**src/hw/rtl/ctt_pkg.sv**
```systemverilog
// Shared types, codes and character classes for the configuration text tokenizer.
package ctt_pkg;

  localparam int QUEUE_DEPTH_DEFAULT = 3;
  localparam int MAX_RESULTS = 3;

  typedef enum logic [2:0] {
    MODE_IDLE   = 3'd0,
    MODE_IDENT  = 3'd1,
    MODE_INT    = 3'd2,
    MODE_FLOAT  = 3'd3,
    MODE_MINUS  = 3'd4,
    MODE_STRING = 3'd5
  } lexer_mode_t;

  localparam logic [3:0] TOK_NONE   = 4'd0;
  localparam logic [3:0] TOK_END    = 4'd1;
  localparam logic [3:0] TOK_IDENT  = 4'd2;
  localparam logic [3:0] TOK_INT    = 4'd3;
  localparam logic [3:0] TOK_FLOAT  = 4'd4;
  localparam logic [3:0] TOK_STRING = 4'd5;
  localparam logic [3:0] TOK_LT     = 4'd6;
  localparam logic [3:0] TOK_GT     = 4'd7;
  localparam logic [3:0] TOK_LBRACE = 4'd8;
  localparam logic [3:0] TOK_RBRACE = 4'd9;
  localparam logic [3:0] TOK_LBRACK = 4'd10;
  localparam logic [3:0] TOK_RBRACK = 4'd11;
  localparam logic [3:0] TOK_COLON  = 4'd12;
  localparam logic [3:0] TOK_COMMA  = 4'd13;

  localparam logic [7:0] CH_NUL    = 8'h00;
  localparam logic [7:0] CH_UNDER  = 8'h5F;
  localparam logic [7:0] CH_MINUS  = 8'h2D;
  localparam logic [7:0] CH_QUOTE  = 8'h22;
  localparam logic [7:0] CH_DOT    = 8'h2E;
  localparam logic [7:0] CH_LT     = 8'h3C;
  localparam logic [7:0] CH_GT     = 8'h3E;
  localparam logic [7:0] CH_LBRACE = 8'h7B;
  localparam logic [7:0] CH_RBRACE = 8'h7D;
  localparam logic [7:0] CH_LBRACK = 8'h5B;
  localparam logic [7:0] CH_RBRACK = 8'h5D;
  localparam logic [7:0] CH_COLON  = 8'h3A;
  localparam logic [7:0] CH_COMMA  = 8'h2C;
  localparam logic [7:0] CH_SPACE  = 8'h20;

  typedef struct packed {
    logic [7:0] ch;
    logic [3:0] kind;
    logic       close;
    logic       unterm;
  } result_t;

  // All results caused by one input character, first result in res[0].
  typedef struct packed {
    result_t [MAX_RESULTS-1:0] res;
    logic [1:0]                count;
  } bundle_t;

  function automatic result_t mk_result(input logic [7:0] ch, input logic [3:0] kind,
                                        input logic close, input logic unterm);
    result_t r;
    r.ch     = ch;
    r.kind   = kind;
    r.close  = close;
    r.unterm = unterm;
    return r;
  endfunction

  function automatic logic is_space(input logic [7:0] c);
    return (c == CH_SPACE) || ((c >= 8'd9) && (c <= 8'd13));
  endfunction

  function automatic logic is_digit(input logic [7:0] c);
    return (c >= 8'h30) && (c <= 8'h39);
  endfunction

  function automatic logic is_alpha(input logic [7:0] c);
    return ((c >= 8'h61) && (c <= 8'h7A)) || ((c >= 8'h41) && (c <= 8'h5A));
  endfunction

endpackage

```
**src/hw/rtl/ctt_lexer.sv**
```systemverilog
// Input register, lexer mode register and the decode of one character into its results.
module ctt_lexer
  import ctt_pkg::*;
(
  input  logic       clk,
  input  logic       rst,
  input  logic       accept,
  input  logic [7:0] char_code,
  output logic       busy,
  output logic       push,
  output bundle_t    bundle
);

  logic        in_valid;
  logic [7:0]  in_char;
  lexer_mode_t mode;
  lexer_mode_t mode_next;

  logic [1:0]  idle_cnt;
  result_t     idle_r0;
  result_t     idle_r1;
  lexer_mode_t idle_mode;
  logic        punct_hit;
  logic [3:0]  punct_kind;

  logic        use_idle;
  logic        has_prefix;
  result_t     prefix;

  always_ff @(posedge clk) begin
    if (rst) begin
      in_valid <= 1'b0;
      mode     <= MODE_IDLE;
    end else begin
      in_valid <= accept;
      if (in_valid) begin
        mode <= mode_next;
      end
    end
  end

  always_ff @(posedge clk) begin
    if (accept) begin
      in_char <= char_code;
    end
  end

  always_comb begin
    punct_hit  = 1'b1;
    punct_kind = TOK_NONE;
    case (in_char)
      CH_LT:     punct_kind = TOK_LT;
      CH_GT:     punct_kind = TOK_GT;
      CH_LBRACE: punct_kind = TOK_LBRACE;
      CH_RBRACE: punct_kind = TOK_RBRACE;
      CH_LBRACK: punct_kind = TOK_LBRACK;
      CH_RBRACK: punct_kind = TOK_RBRACK;
      CH_COLON:  punct_kind = TOK_COLON;
      CH_COMMA:  punct_kind = TOK_COMMA;
      default:   punct_hit  = 1'b0;
    endcase
  end

  // Handling of the character as if no token were open.
  always_comb begin
    idle_cnt  = 2'd0;
    idle_r0   = '0;
    idle_r1   = '0;
    idle_mode = MODE_IDLE;
    if (is_space(in_char)) begin
      idle_cnt = 2'd0;
    end else if (is_alpha(in_char) || (in_char == CH_UNDER)) begin
      idle_mode = MODE_IDENT;
      idle_cnt  = 2'd1;
      idle_r0   = mk_result(in_char, TOK_IDENT, 1'b0, 1'b0);
    end else if (is_digit(in_char)) begin
      idle_mode = MODE_INT;
      idle_cnt  = 2'd1;
      idle_r0   = mk_result(in_char, TOK_INT, 1'b0, 1'b0);
    end else if (in_char == CH_NUL) begin
      idle_cnt = 2'd1;
      idle_r0  = mk_result(CH_NUL, TOK_END, 1'b1, 1'b0);
    end else if (in_char == CH_MINUS) begin
      idle_mode = MODE_MINUS;
    end else if (in_char == CH_QUOTE) begin
      idle_mode = MODE_STRING;
    end else if (punct_hit) begin
      idle_cnt = 2'd2;
      idle_r0  = mk_result(in_char, punct_kind, 1'b0, 1'b0);
      idle_r1  = mk_result(CH_NUL, punct_kind, 1'b1, 1'b0);
    end else begin
      idle_cnt = 2'd1;
      idle_r0  = mk_result(CH_NUL, TOK_NONE, 1'b1, 1'b0);
    end
  end

  always_comb begin
    bundle     = '0;
    mode_next  = mode;
    use_idle   = 1'b0;
    has_prefix = 1'b0;
    prefix     = '0;
    case (mode)
      MODE_IDENT: begin
        if (is_alpha(in_char) || is_digit(in_char) || (in_char == CH_UNDER)) begin
          bundle.res[0] = mk_result(in_char, TOK_IDENT, 1'b0, 1'b0);
          bundle.count  = 2'd1;
        end else begin
          use_idle   = 1'b1;
          has_prefix = 1'b1;
          prefix     = mk_result(CH_NUL, TOK_IDENT, 1'b1, 1'b0);
        end
      end
      MODE_INT, MODE_FLOAT: begin
        if (is_digit(in_char) || (in_char == CH_DOT)) begin
          if ((in_char == CH_DOT) || (mode == MODE_FLOAT)) begin
            mode_next     = MODE_FLOAT;
            bundle.res[0] = mk_result(in_char, TOK_FLOAT, 1'b0, 1'b0);
          end else begin
            bundle.res[0] = mk_result(in_char, TOK_INT, 1'b0, 1'b0);
          end
          bundle.count = 2'd1;
        end else begin
          use_idle   = 1'b1;
          has_prefix = 1'b1;
          prefix     = mk_result(CH_NUL, (mode == MODE_FLOAT) ? TOK_FLOAT : TOK_INT,
                                 1'b1, 1'b0);
        end
      end
      MODE_MINUS: begin
        if (is_digit(in_char)) begin
          bundle.res[0] = mk_result(CH_MINUS, TOK_INT, 1'b0, 1'b0);
          bundle.res[1] = mk_result(in_char, TOK_INT, 1'b0, 1'b0);
          bundle.count  = 2'd2;
          mode_next     = MODE_INT;
        end else begin
          use_idle   = 1'b1;
          has_prefix = 1'b1;
          prefix     = mk_result(CH_NUL, TOK_NONE, 1'b1, 1'b0);
        end
      end
      MODE_STRING: begin
        if (in_char == CH_QUOTE) begin
          bundle.res[0] = mk_result(CH_NUL, TOK_STRING, 1'b1, 1'b0);
          bundle.count  = 2'd1;
          mode_next     = MODE_IDLE;
        end else if (in_char == CH_NUL) begin
          use_idle   = 1'b1;
          has_prefix = 1'b1;
          prefix     = mk_result(CH_NUL, TOK_STRING, 1'b1, 1'b1);
        end else begin
          bundle.res[0] = mk_result(in_char, TOK_STRING, 1'b0, 1'b0);
          bundle.count  = 2'd1;
        end
      end
      default: begin
        use_idle = 1'b1;
      end
    endcase

    // A token closed by a foreign character is followed by that character's own results.
    if (use_idle) begin
      mode_next = idle_mode;
      if (has_prefix) begin
        bundle.res[0] = prefix;
        bundle.res[1] = idle_r0;
        bundle.res[2] = idle_r1;
        bundle.count  = 2'd1 + idle_cnt;
      end else begin
        bundle.res[0] = idle_r0;
        bundle.res[1] = idle_r1;
        bundle.count  = idle_cnt;
      end
    end
  end

  assign busy = in_valid;
  assign push = in_valid && (bundle.count != 2'd0);

endmodule

```
**src/hw/rtl/ctt_result_queue.sv**
```systemverilog
// Queue of result bundles and the serializer that hands out one result per handshake.
module ctt_result_queue
  import ctt_pkg::*;
#(
  parameter int DEPTH = QUEUE_DEPTH_DEFAULT,
  localparam int PW = $clog2(DEPTH),
  localparam int CW = $clog2(DEPTH + 1)
) (
  input  logic          clk,
  input  logic          rst,
  input  logic          push,
  input  bundle_t       bundle,
  output logic [CW-1:0] fill,
  output logic          token_valid,
  input  logic          token_stall,
  output logic [7:0]    token_char,
  output logic [3:0]    token_type,
  output logic          token_end,
  output logic          string_unterminated,
  output logic          last_result
);

  bundle_t       mem [DEPTH];
  logic [PW-1:0] wr_ptr;
  logic [PW-1:0] rd_ptr;
  logic [1:0]    idx;
  bundle_t       head;
  result_t       cur;
  logic          last;
  logic          take;
  logic          pop;

  assign head        = mem[rd_ptr];
  assign cur         = head.res[idx];
  assign last        = (idx == (head.count - 2'd1));
  assign token_valid = (fill != '0);
  assign take        = token_valid && !token_stall;
  assign pop         = take && last;

  always_ff @(posedge clk) begin
    if (push) begin
      mem[wr_ptr] <= bundle;
    end
  end

  always_ff @(posedge clk) begin
    if (rst) begin
      wr_ptr <= '0;
      rd_ptr <= '0;
      fill   <= '0;
      idx    <= 2'd0;
    end else begin
      if (push) begin
        wr_ptr <= (wr_ptr == PW'(DEPTH - 1)) ? '0 : wr_ptr + 1'b1;
      end
      if (pop) begin
        rd_ptr <= (rd_ptr == PW'(DEPTH - 1)) ? '0 : rd_ptr + 1'b1;
      end
      case ({push, pop})
        2'b10:   fill <= fill + 1'b1;
        2'b01:   fill <= fill - 1'b1;
        default: fill <= fill;
      endcase
      if (take) begin
        idx <= last ? 2'd0 : idx + 2'd1;
      end
    end
  end

  assign token_char          = cur.ch;
  assign token_type          = cur.kind;
  assign token_end           = cur.close;
  assign string_unterminated = cur.unterm;
  assign last_result         = last;

endmodule

```
**src/hw/rtl/config_text_tokenizer.sv**
```systemverilog
// Top level of the streaming configuration text tokenizer.
//
// Input channel: one ASCII character per item on char_code, moved when
// char_valid is high and char_stall is low. Output channel: one result per
// item (token_char, token_type, token_end, string_unterminated,
// last_result), moved when token_valid is high and token_stall is low.
// Each character causes zero to three results; last_result marks the final
// one caused by a character. Whitespace, an opening quote and a minus give
// no result when they arrive while no token is open.
// A character passes through the input register and then the result queue
// before its first result reaches the port. Throughput: one character per
// cycle while each character gives at most one result and the receiver does
// not stall; a character with several results occupies the output port for
// one handshake per result, which sets the rate.
// A small queue of result bundles sits between the lexer and the port, so
// characters keep being accepted while results wait. When the receiver
// stalls, the queue fills and char_stall rises until room is free again.
// Reset clears the lexer mode to idle and empties the queue; char_stall is
// high during reset.
module config_text_tokenizer
  import ctt_pkg::*;
#(
  parameter int QUEUE_DEPTH = QUEUE_DEPTH_DEFAULT
) (
  input  logic       clk,
  input  logic       rst,
  input  logic       char_valid,
  output logic       char_stall,
  input  logic [7:0] char_code,
  output logic       token_valid,
  input  logic       token_stall,
  output logic [7:0] token_char,
  output logic [3:0] token_type,
  output logic       token_end,
  output logic       string_unterminated,
  output logic       last_result
);

  localparam int CW = $clog2(QUEUE_DEPTH + 1);

  logic          accept;
  logic          busy;
  logic          push;
  bundle_t       bundle;
  logic [CW-1:0] fill;
  logic [CW:0]   committed;

  // Room must remain for the character already in the input register.
  assign committed  = {1'b0, fill} + (CW + 1)'(busy);
  assign char_stall = rst || (committed >= (CW + 1)'(QUEUE_DEPTH));
  assign accept     = char_valid && !char_stall;

  ctt_lexer u_lexer (
    .clk       (clk),
    .rst       (rst),
    .accept    (accept),
    .char_code (char_code),
    .busy      (busy),
    .push      (push),
    .bundle    (bundle)
  );

  ctt_result_queue #(
    .DEPTH (QUEUE_DEPTH)
  ) u_queue (
    .clk                 (clk),
    .rst                 (rst),
    .push                (push),
    .bundle              (bundle),
    .fill                (fill),
    .token_valid         (token_valid),
    .token_stall         (token_stall),
    .token_char          (token_char),
    .token_type          (token_type),
    .token_end           (token_end),
    .string_unterminated (string_unterminated),
    .last_result         (last_result)
  );

endmodule

```
**config.mk**
```make
export PLATFORM = sky130hd
export DESIGN_NAME = config_text_tokenizer
export DESIGN_NICKNAME = d
export VERILOG_FILES = /design/src/hw/rtl/ctt_pkg.sv /design/src/hw/rtl/ctt_lexer.sv /design/src/hw/rtl/ctt_result_queue.sv /design/src/hw/rtl/config_text_tokenizer.sv
export SDC_FILE = /design/constraint.sdc
export NUM_CORES = 1
export LEC_CHECK = 0
export ABC_AREA = 1
export BUFFER_PORTS_ARGS = -buffer_cell sky130_fd_sc_hd__buf_2
export CORE_ASPECT_RATIO = 0.6
export CORE_UTILIZATION = 55
export DETAILED_ROUTE_END_ITERATION = 8
export PLACE_DENSITY = 0.8
export SYNTH_ARGS = -nofsm -noshare
export SYNTH_HDL_FRONTEND = slang
export SYNTH_SLANG_ARGS = --single-unit
```
**constraint.sdc**
```tcl
create_clock -name clk -period 5.9 [get_ports clk]
set_clock_uncertainty 0.05 [all_clocks]
set_input_delay 0.885 -clock clk [delete_from_list [all_inputs] [get_ports clk]]
set_output_delay 0.885 -clock clk [all_outputs]
set_load 0.05 [all_outputs]
```
# [Word-level counts from Yosys, hierarchy flattened]
# Memory sizes are Yosys's and may differ from the RTL's. A register that Yosys moved wholly into a read port is not among the register bits.
# Cells that the tools add are included.
[totals] reg_bits=20 ram_bits=132 inputBits=12 out_inout_bits=17 elab_cells=149 n_memories=1
[op_classes] n_addsub=8 n_lt_le_gt_ge=10 eq_ne=27 n_mux=70 n_reduce_logical=26
[mem_list] name="u_queue.mem" depth=3 word_bits=44 read_ports=1 rd_clocked_by_memory_dff=1 write_ports=1 line_no="ctt_result_queue.sv:23" text="bundle_t mem [DEPTH];"
[ops] cell="14-bit two-way mux" n=17
[ops] cell="8-bit by 6-bit == test with 1-bit output, second input constant" n=8
[ops] cell="16-bit two-way mux" n=4
[ops] cell="16-bit one-hot mux with 4 select lines" n=1
[ops] cell="30-bit two-way mux" n=2
[ops] cell="14-bit one-hot mux with 4 select lines" n=1
[ops] cell="44-bit two-way mux" n=1
[ops] cell="8-bit by 7-bit == test with 1-bit output, second input constant" n=5
[ops] cell="3-bit two-way mux" n=12
[ops] cell="4-bit one-hot mux with 8 select lines" n=1
[ops] cell="14-bit binary-select mux with 2-bit select" n=1
[ops] cell="2-bit two-way mux" n=13
[ops] cell="8-bit by 7-bit >= comparator with 1-bit output, second input constant" n=2
[ops] cell="8-bit by 7-bit less-or-equal comparator with 1-bit output, second input constant" n=2
[ops] cell="6-bit two-way mux" n=2
[ops] cell="3-bit by 1-bit inequality test with 1-bit output, second input constant" n=4
[ops] cell="5-bit two-way mux" n=2
[ops] cell="3-bit one-hot mux with 3 select lines" n=1
[ops] cell="2-bit by 1-bit adder with 2-bit output, second input constant" n=4
[ops] cell="8-bit by 4-bit >= comparator with 1-bit output, second input constant" n=1
[ops] cell="8-bit by 6-bit >= comparator with 1-bit output, second input constant" n=1
[ops] cell="8-bit by 4-bit less-or-equal comparator with 1-bit output, second input constant" n=1
[ops] cell="8-bit by 6-bit less-or-equal comparator with 1-bit output, second input constant" n=1
[ops] cell="1-bit logical AND" n=8
[ops] cell="other kinds (23)" n=46

# [Logic depth before layout (Yosys ltp)]
[logic_depth] depth_word=17 mapped_depth=19

# [Hierarchy]
# From an unflattened synthesis, not the netlist that was laid out.
[unflattened] hier_cells=704 area_unflattened_um2=7219.4
[by_module_without_submodules] mod="ctt_result_queue" instances=1 cells_each=451 area_each_um2=5617.9 seq_area_each_um2=4164.0
[by_module_without_submodules] mod="ctt_lexer" instances=1 cells_each=246 area_each_um2=1550.2 seq_area_each_um2=320.3
[by_module_without_submodules] mod="config_text_tokenizer" instances=1 cells_each=7 area_each_um2=51.3 seq_area_each_um2=0.0

# [Worst setup path after synthesis]
# Ideal clock, no wire load.
[synth_path] path_kind="reg2reg" start="reg u_lexer.in_char[4]" end="mem u_queue.mem[2][0] (netlist bit) (enable)" arrival_time_ns=2.953 slack_ns=2.472 stages_incl_launch_ff=14 n_path_buf=0 path_cell_list="edfxtp_1 inv_2 nand2_1 nor2_2 nand2_1 nand2_2 nor2_4 nor2_8 nand2_4 nor2_4 nor2_4 nand3_4 nand2_4 nor2_1"
[synth_between] elab_chain_cells=17
[synth_rtl] item="from (decl)" line_no="ctt_lexer.sv:15" text="logic [7:0] in_char;"
[synth_rtl] item="from (signal assigned)" line_no="ctt_lexer.sv:44" text="in_char <= char_code;"
[synth_rtl] item="8-bit by 6-bit == test with 1-bit output or 8-bit by 7-bit == test with 1-bit output (tied branches)" line_no="ctt_lexer.sv:51" text="case (in_char)"
[synth_rtl] item="8-bit OR reduction (no source line)"
[synth_rtl] item="1-bit two-way mux" line_no="ctt_lexer.sv:51"
[synth_rtl] item="2-bit two-way mux" line_no="ctt_lexer.sv:87" text="end else if (punct_hit) begin"
[synth_rtl] item="2-bit two-way mux" line_no="ctt_lexer.sv:85" text="end else if (in_char == CH_QUOTE) begin"
[synth_rtl] item="2-bit two-way mux" line_no="ctt_lexer.sv:83" text="end else if (in_char == CH_MINUS) begin"
[synth_rtl] item="2-bit two-way mux" line_no="ctt_lexer.sv:80" text="end else if (in_char == CH_NUL) begin"
[synth_rtl] item="2-bit two-way mux" line_no="ctt_lexer.sv:76" text="end else if (is_digit(in_char)) begin"
[synth_rtl] item="2-bit two-way mux" line_no="ctt_lexer.sv:72" text="end else if (is_alpha(in_char) || (in_char == CH_UNDER)) begin"
[synth_rtl] item="2-bit two-way mux" line_no="ctt_lexer.sv:70" text="if (is_space(in_char)) begin"
[synth_rtl] item="1-bit by 2-bit adder with 2-bit output" line_no="ctt_lexer.sv:168" text="bundle.count = 2'd1 + idle_cnt;"
[synth_rtl] item="30-bit two-way mux" line_no="ctt_lexer.sv:164" text="if (has_prefix) begin"
[synth_rtl] item="44-bit two-way mux (*)" line_no="ctt_lexer.sv:162" text="if (use_idle) begin"
[synth_rtl] item="2-bit nonzero test (*)" line_no="ctt_lexer.sv:178" text="assign push = in_valid && (bundle.count != 2'd0);"
[synth_rtl] item="1-bit logical AND (*)" line_no="ctt_lexer.sv:178"
[synth_rtl] item="1-bit two-way mux (*)" line_no="ctt_result_queue.sv:41" text="if (push) begin"
[synth_rtl] item="1-bit two-way mux (not written as such) (*)" line_no="ctt_result_queue.sv:42" text="mem[wr_ptr] <= bundle;"
[synth_rtl] item="to (decl)" line_no="ctt_result_queue.sv:23"
# Mark *: on every way between the ends. The rest lies on a longest branch, timed or not.

# [Final worst setup path]
[layout_path] start="reg u_queue.idx[0]" end="out token_char[3]"
[layout_between] elab_chain_cells=2
[layout_rtl] item="from (decl)" line_no="ctt_result_queue.sv:26" text="logic [1:0] idx;"
[layout_rtl] item="from (signal assigned)" line_no="ctt_result_queue.sv:65" text="idx <= last ? 2'd0 : idx + 2'd1;"
[layout_rtl] item="14-bit binary-select mux with 2-bit select" line_no="ctt_result_queue.sv:34" text="assign cur = head.res[idx];"
[layout_rtl] item="14-bit two-way mux (not written as such)" line_no="ctt_result_queue.sv:34"
[layout_rtl] item="to (decl)" line_no="config_text_tokenizer.sv:32" text="output logic [7:0] token_char,"
# No other way between the ends. The select of a mux whose other input is x is not followed.

==> impl_metrics.yaml <==
global_route:
  overflow: 0
  grt_pass1_wl_um: 22140
  first_global_vias: 4255
  grt_usage_pct: 27.57
  antenna_found_initial: 0
  grt_start_max_net_pins: 37
clocking:
  cts_tree: "done"
  postCtsSetupBuffers: 0
  cts_buffers: 17
  htree_levels: 4
  cts-hold-fix-buffers: 0
  cts.reportedPaths.clkPinSlew_ns: 0.06
  clk_latency_ns: 0.41
  root_buffer: "clkbuf_16"
  cts_buffer_depth: 2
  cts_sinks: 124
  cts_resized: 0
place:
  hpwl_um: 9528
  port_buffers: 28
  place.gp.congestion: 0.9214
detailed_routing:
  dr.pass1.iters: 7
  first_iter_violations: 583
  ant_nets: 0
  drc_errors: 0
  wirelength_um: 14130
  wl_per_cell_um: 18.47
  viasPerCell: 5.850
  vias: 4475
timing:
  relSlewSlack_pct: 31.55
  min_period_ns: 4.273
  setup_violations: 0
  max_freq_mhz: 234.0
  hold_violations: 0
  maxSlewViolCount: 0
  worst_slew_pin_slew_ns: 1.020
  fin_crit_sh_pct: 72.42
  timing.hold.ws_ns: 0.4610
  rsz0062_at_grt: "no"
  tns_ns: 0
synth:
  synth_cell_type_count: 46
  synth_area_um2: 5892
  synth_top_area_cell: "edfxtp_1"
  synth_xor_area_share_pct: 0.1487
  synth-compound-area-share_pct: 12.34
  yosys.area_share.simple_pct: 20.85
  synth_top_family_by_area: "simple AND/OR/NAND/NOR gates"
  synthCells: 583
  synthArstFlopShare_pct: 0
  ys_ff_latch: 124
  ys_warn_count: 0
  synth-edff-count: 110
  synth_area_per_cell_um2: 10.11
  synth.top_cell.area_share_pct: 56.06
  ys_seq_area_share_pct: 60.82
  synth_fa_ha_area_share_pct: 0.8494
  synthFlopType: "edfxtp_1"
  synthTopCellsByArea: "edfxtp_1, nor2_1, nand2_1, dfxtp_1, o21ai_0"
  synthMuxAreaShare_pct: 0
floorplanning:
  core_area_um2: 10120
  die_area_um2: 11140
  die_x_um: 135.6
  die_h_um: 82.17
  rows: 28
  top_level_ports: 29
  start_util_pct: 58.19
finish:
  drive_gt1_share_pct: 17.78
  area_growth_pct: 14.95
  antennaDiodeCount: 0
  nNetsFinal: 635
  fill_cells: 761
worst_setup_path:
  cp_num_cells: 8
  cp_cell_sequence: "inv_1 > nor2_1 > inv_1 > nor2_1 > o21ai_0 > a31o_2 > inv_1 > buf_2"
  startpoint: "u_queue.idx[0]"
  critPathTopFamily: "buffers and inverters"
  cp-endpoint: "token_char[3]"
  slowest_stage: "dfxtp_1"
  start_kind: "flip-flop"
  path_common_cell: "inv_1"
  criticalPathCategory: "flip-flop to output pin"
  worst-r2r-setup-slack_ns: 2.57
  path_max_fanout: 22
  worst-r2r-cell-count: 13
  worstReg2RegEnd: "u_queue.fill[1]"
  crit_required_ns: 4.97
  max_stage_delay_ns: 0.63
  end_kind: "output pin"
  arrival_ns: 3.34
  cp_num_buf_inv: 4
min_path:
  min_path_type: "flip-flop to flip-flop"
  hold_start: "u_queue.rd_ptr[0]"
job:
  cap_violations: 0
power_and_ir_drop:
  cellLeakagePower_nw: 2.683
  powerDensity_nw_per_um2: 369.1
  vdd_drop_max_mv: 0.2773
outcome:
  status: "finished, final reports clean"
-- tightest hold or removal path, cell delays in order, from the launching register on --
cell and delay [ns]:
dfxtp_1 0.32, nand2_1 0.06, a21oi_1 0.07
-- per-layer routing --
layer / part of all wire (%) / wire length [um] / global-route usage, %
met5: 0 / 0 / 0
met4: 1.1 / 155 / 8.989
met3: 10 / 1446 / 7.631
met2: 44 / 6190 / 41.79
met1: 45 / 6337 / 38.62
-- final cells by class --
class	count	area [um^2]	area share [%]
well taps	135	168.9	2.494
inverters	54	202.7	2.993
clock inverters	11	171.4	2.531
repair buffers	34	185.2	2.734
clock buffers	19	432.9	6.392
flip-flops and latches	124	3583	52.91
multi-input cells	388	2028	29.95
-- layout by cell type (no fill, tap or decap), drive strengths merged --
cell type    n
a21boi       1
a21o         1
a21oi       21
a221oi       6
a22o         2
a311oi       1
a31o         2
a31oi        3
buf         34
bufinv       4
clkbuf      19
clkinv       7
clkinvlp     2
conb         3
dfxtp       14
edfxtp     110
ha           4
inv         52
nand2      110
nand3       25
nand3b       1
nand4        5
nor2       111
nor3         6
o2111ai      5
o211ai       5
o21ai       58
o21bai       3
o221ai       1
o22ai       10
o31ai        2
or2          1
xor2         1
-- metrics by stage --
| stage | power [mW] | worst slack (ns) | util [%] | instances | area [um^2] |
|---|---|---|---|---|---|
| after CTS | 2.501 | 1.704 | 66.89 | 765 | 6773 |
| after detailed placement | 1.445 | 2.190 | 60.92 | 735 | 6168 |
| final | 2.500 | 1.627 | 66.89 | 765 | 6773 |
| after floorplan | 1.342 | 2.472 | - | 585 | 5899 |
| after global placement | 1.431 | 2.295 | 60.92 | 735 | 6168 |
| after global routing | 2.577 | 1.387 | 66.89 | 765 | 6773 |
-- flip-flops by register name (all words and copies together), names as in the netlist, named ones only --
register,cells
u_lexer.busy,1
u_lexer.in_char,8
u_lexer.mode,3
u_queue.rd_ptr,2
u_queue.mem,102
u_queue.fill,2
u_queue.idx,2
u_queue.wr_ptr,2
-- logic make-up (layout without fill, tap and decap cells) --
logic type,count (synthesis),in the layout
xor+xnor,1,1
fa+ha+maj,4,4
other cells,1,3
buf+inv,73,118
simple gates,259,259
compound gates,121,121
flops,124,124
-- power by group --
part | switching [mW] | internal [mW]
clock | 0.364 | 0.701
sequential | 0.0237 | 1.00
combinational | 0.307 | 0.100
total | 0.695 | 1.81
-- worst min path at each step --
stage                     depth (start not counted)  slack (ns)           endpoint
after global routing                              1        0.50    u_queue.fill[1]
after detailed placement                          2        0.42  u_queue.wr_ptr[0]
after floorplan                                   2        0.40  u_queue.wr_ptr[0]
after global placement                            2        0.41  u_queue.wr_ptr[0]
final                                             2        0.46  u_queue.rd_ptr[0]
after CTS                                         2        0.46  u_queue.wr_ptr[1]
-- Yosys cell counts (2+ instances only) --
master       n
a21oi_1     20
a221oi_1     6
a22o_1       2
a31o_2       2
a31oi_1      3
buf_4        2
clkbuf_1    15
clkinv_1     2
dfxtp_1     14
edfxtp_1   110
ha_1         4
inv_1       43
inv_2        9
nand2_1     95
nand2_2      9
nand2_4      6
nand3_1     22
nand3_4      2
nand4_1      4
nor2_1      96
nor2_2       8
nor2_4       6
nor3_1       5
o2111ai_1    5
o211ai_1     5
o21ai_0     55
o21ai_2      2
o21bai_1     3
o22ai_1     10
o31ai_1      2
Note: power is estimated with default switching activity, not from simulation.
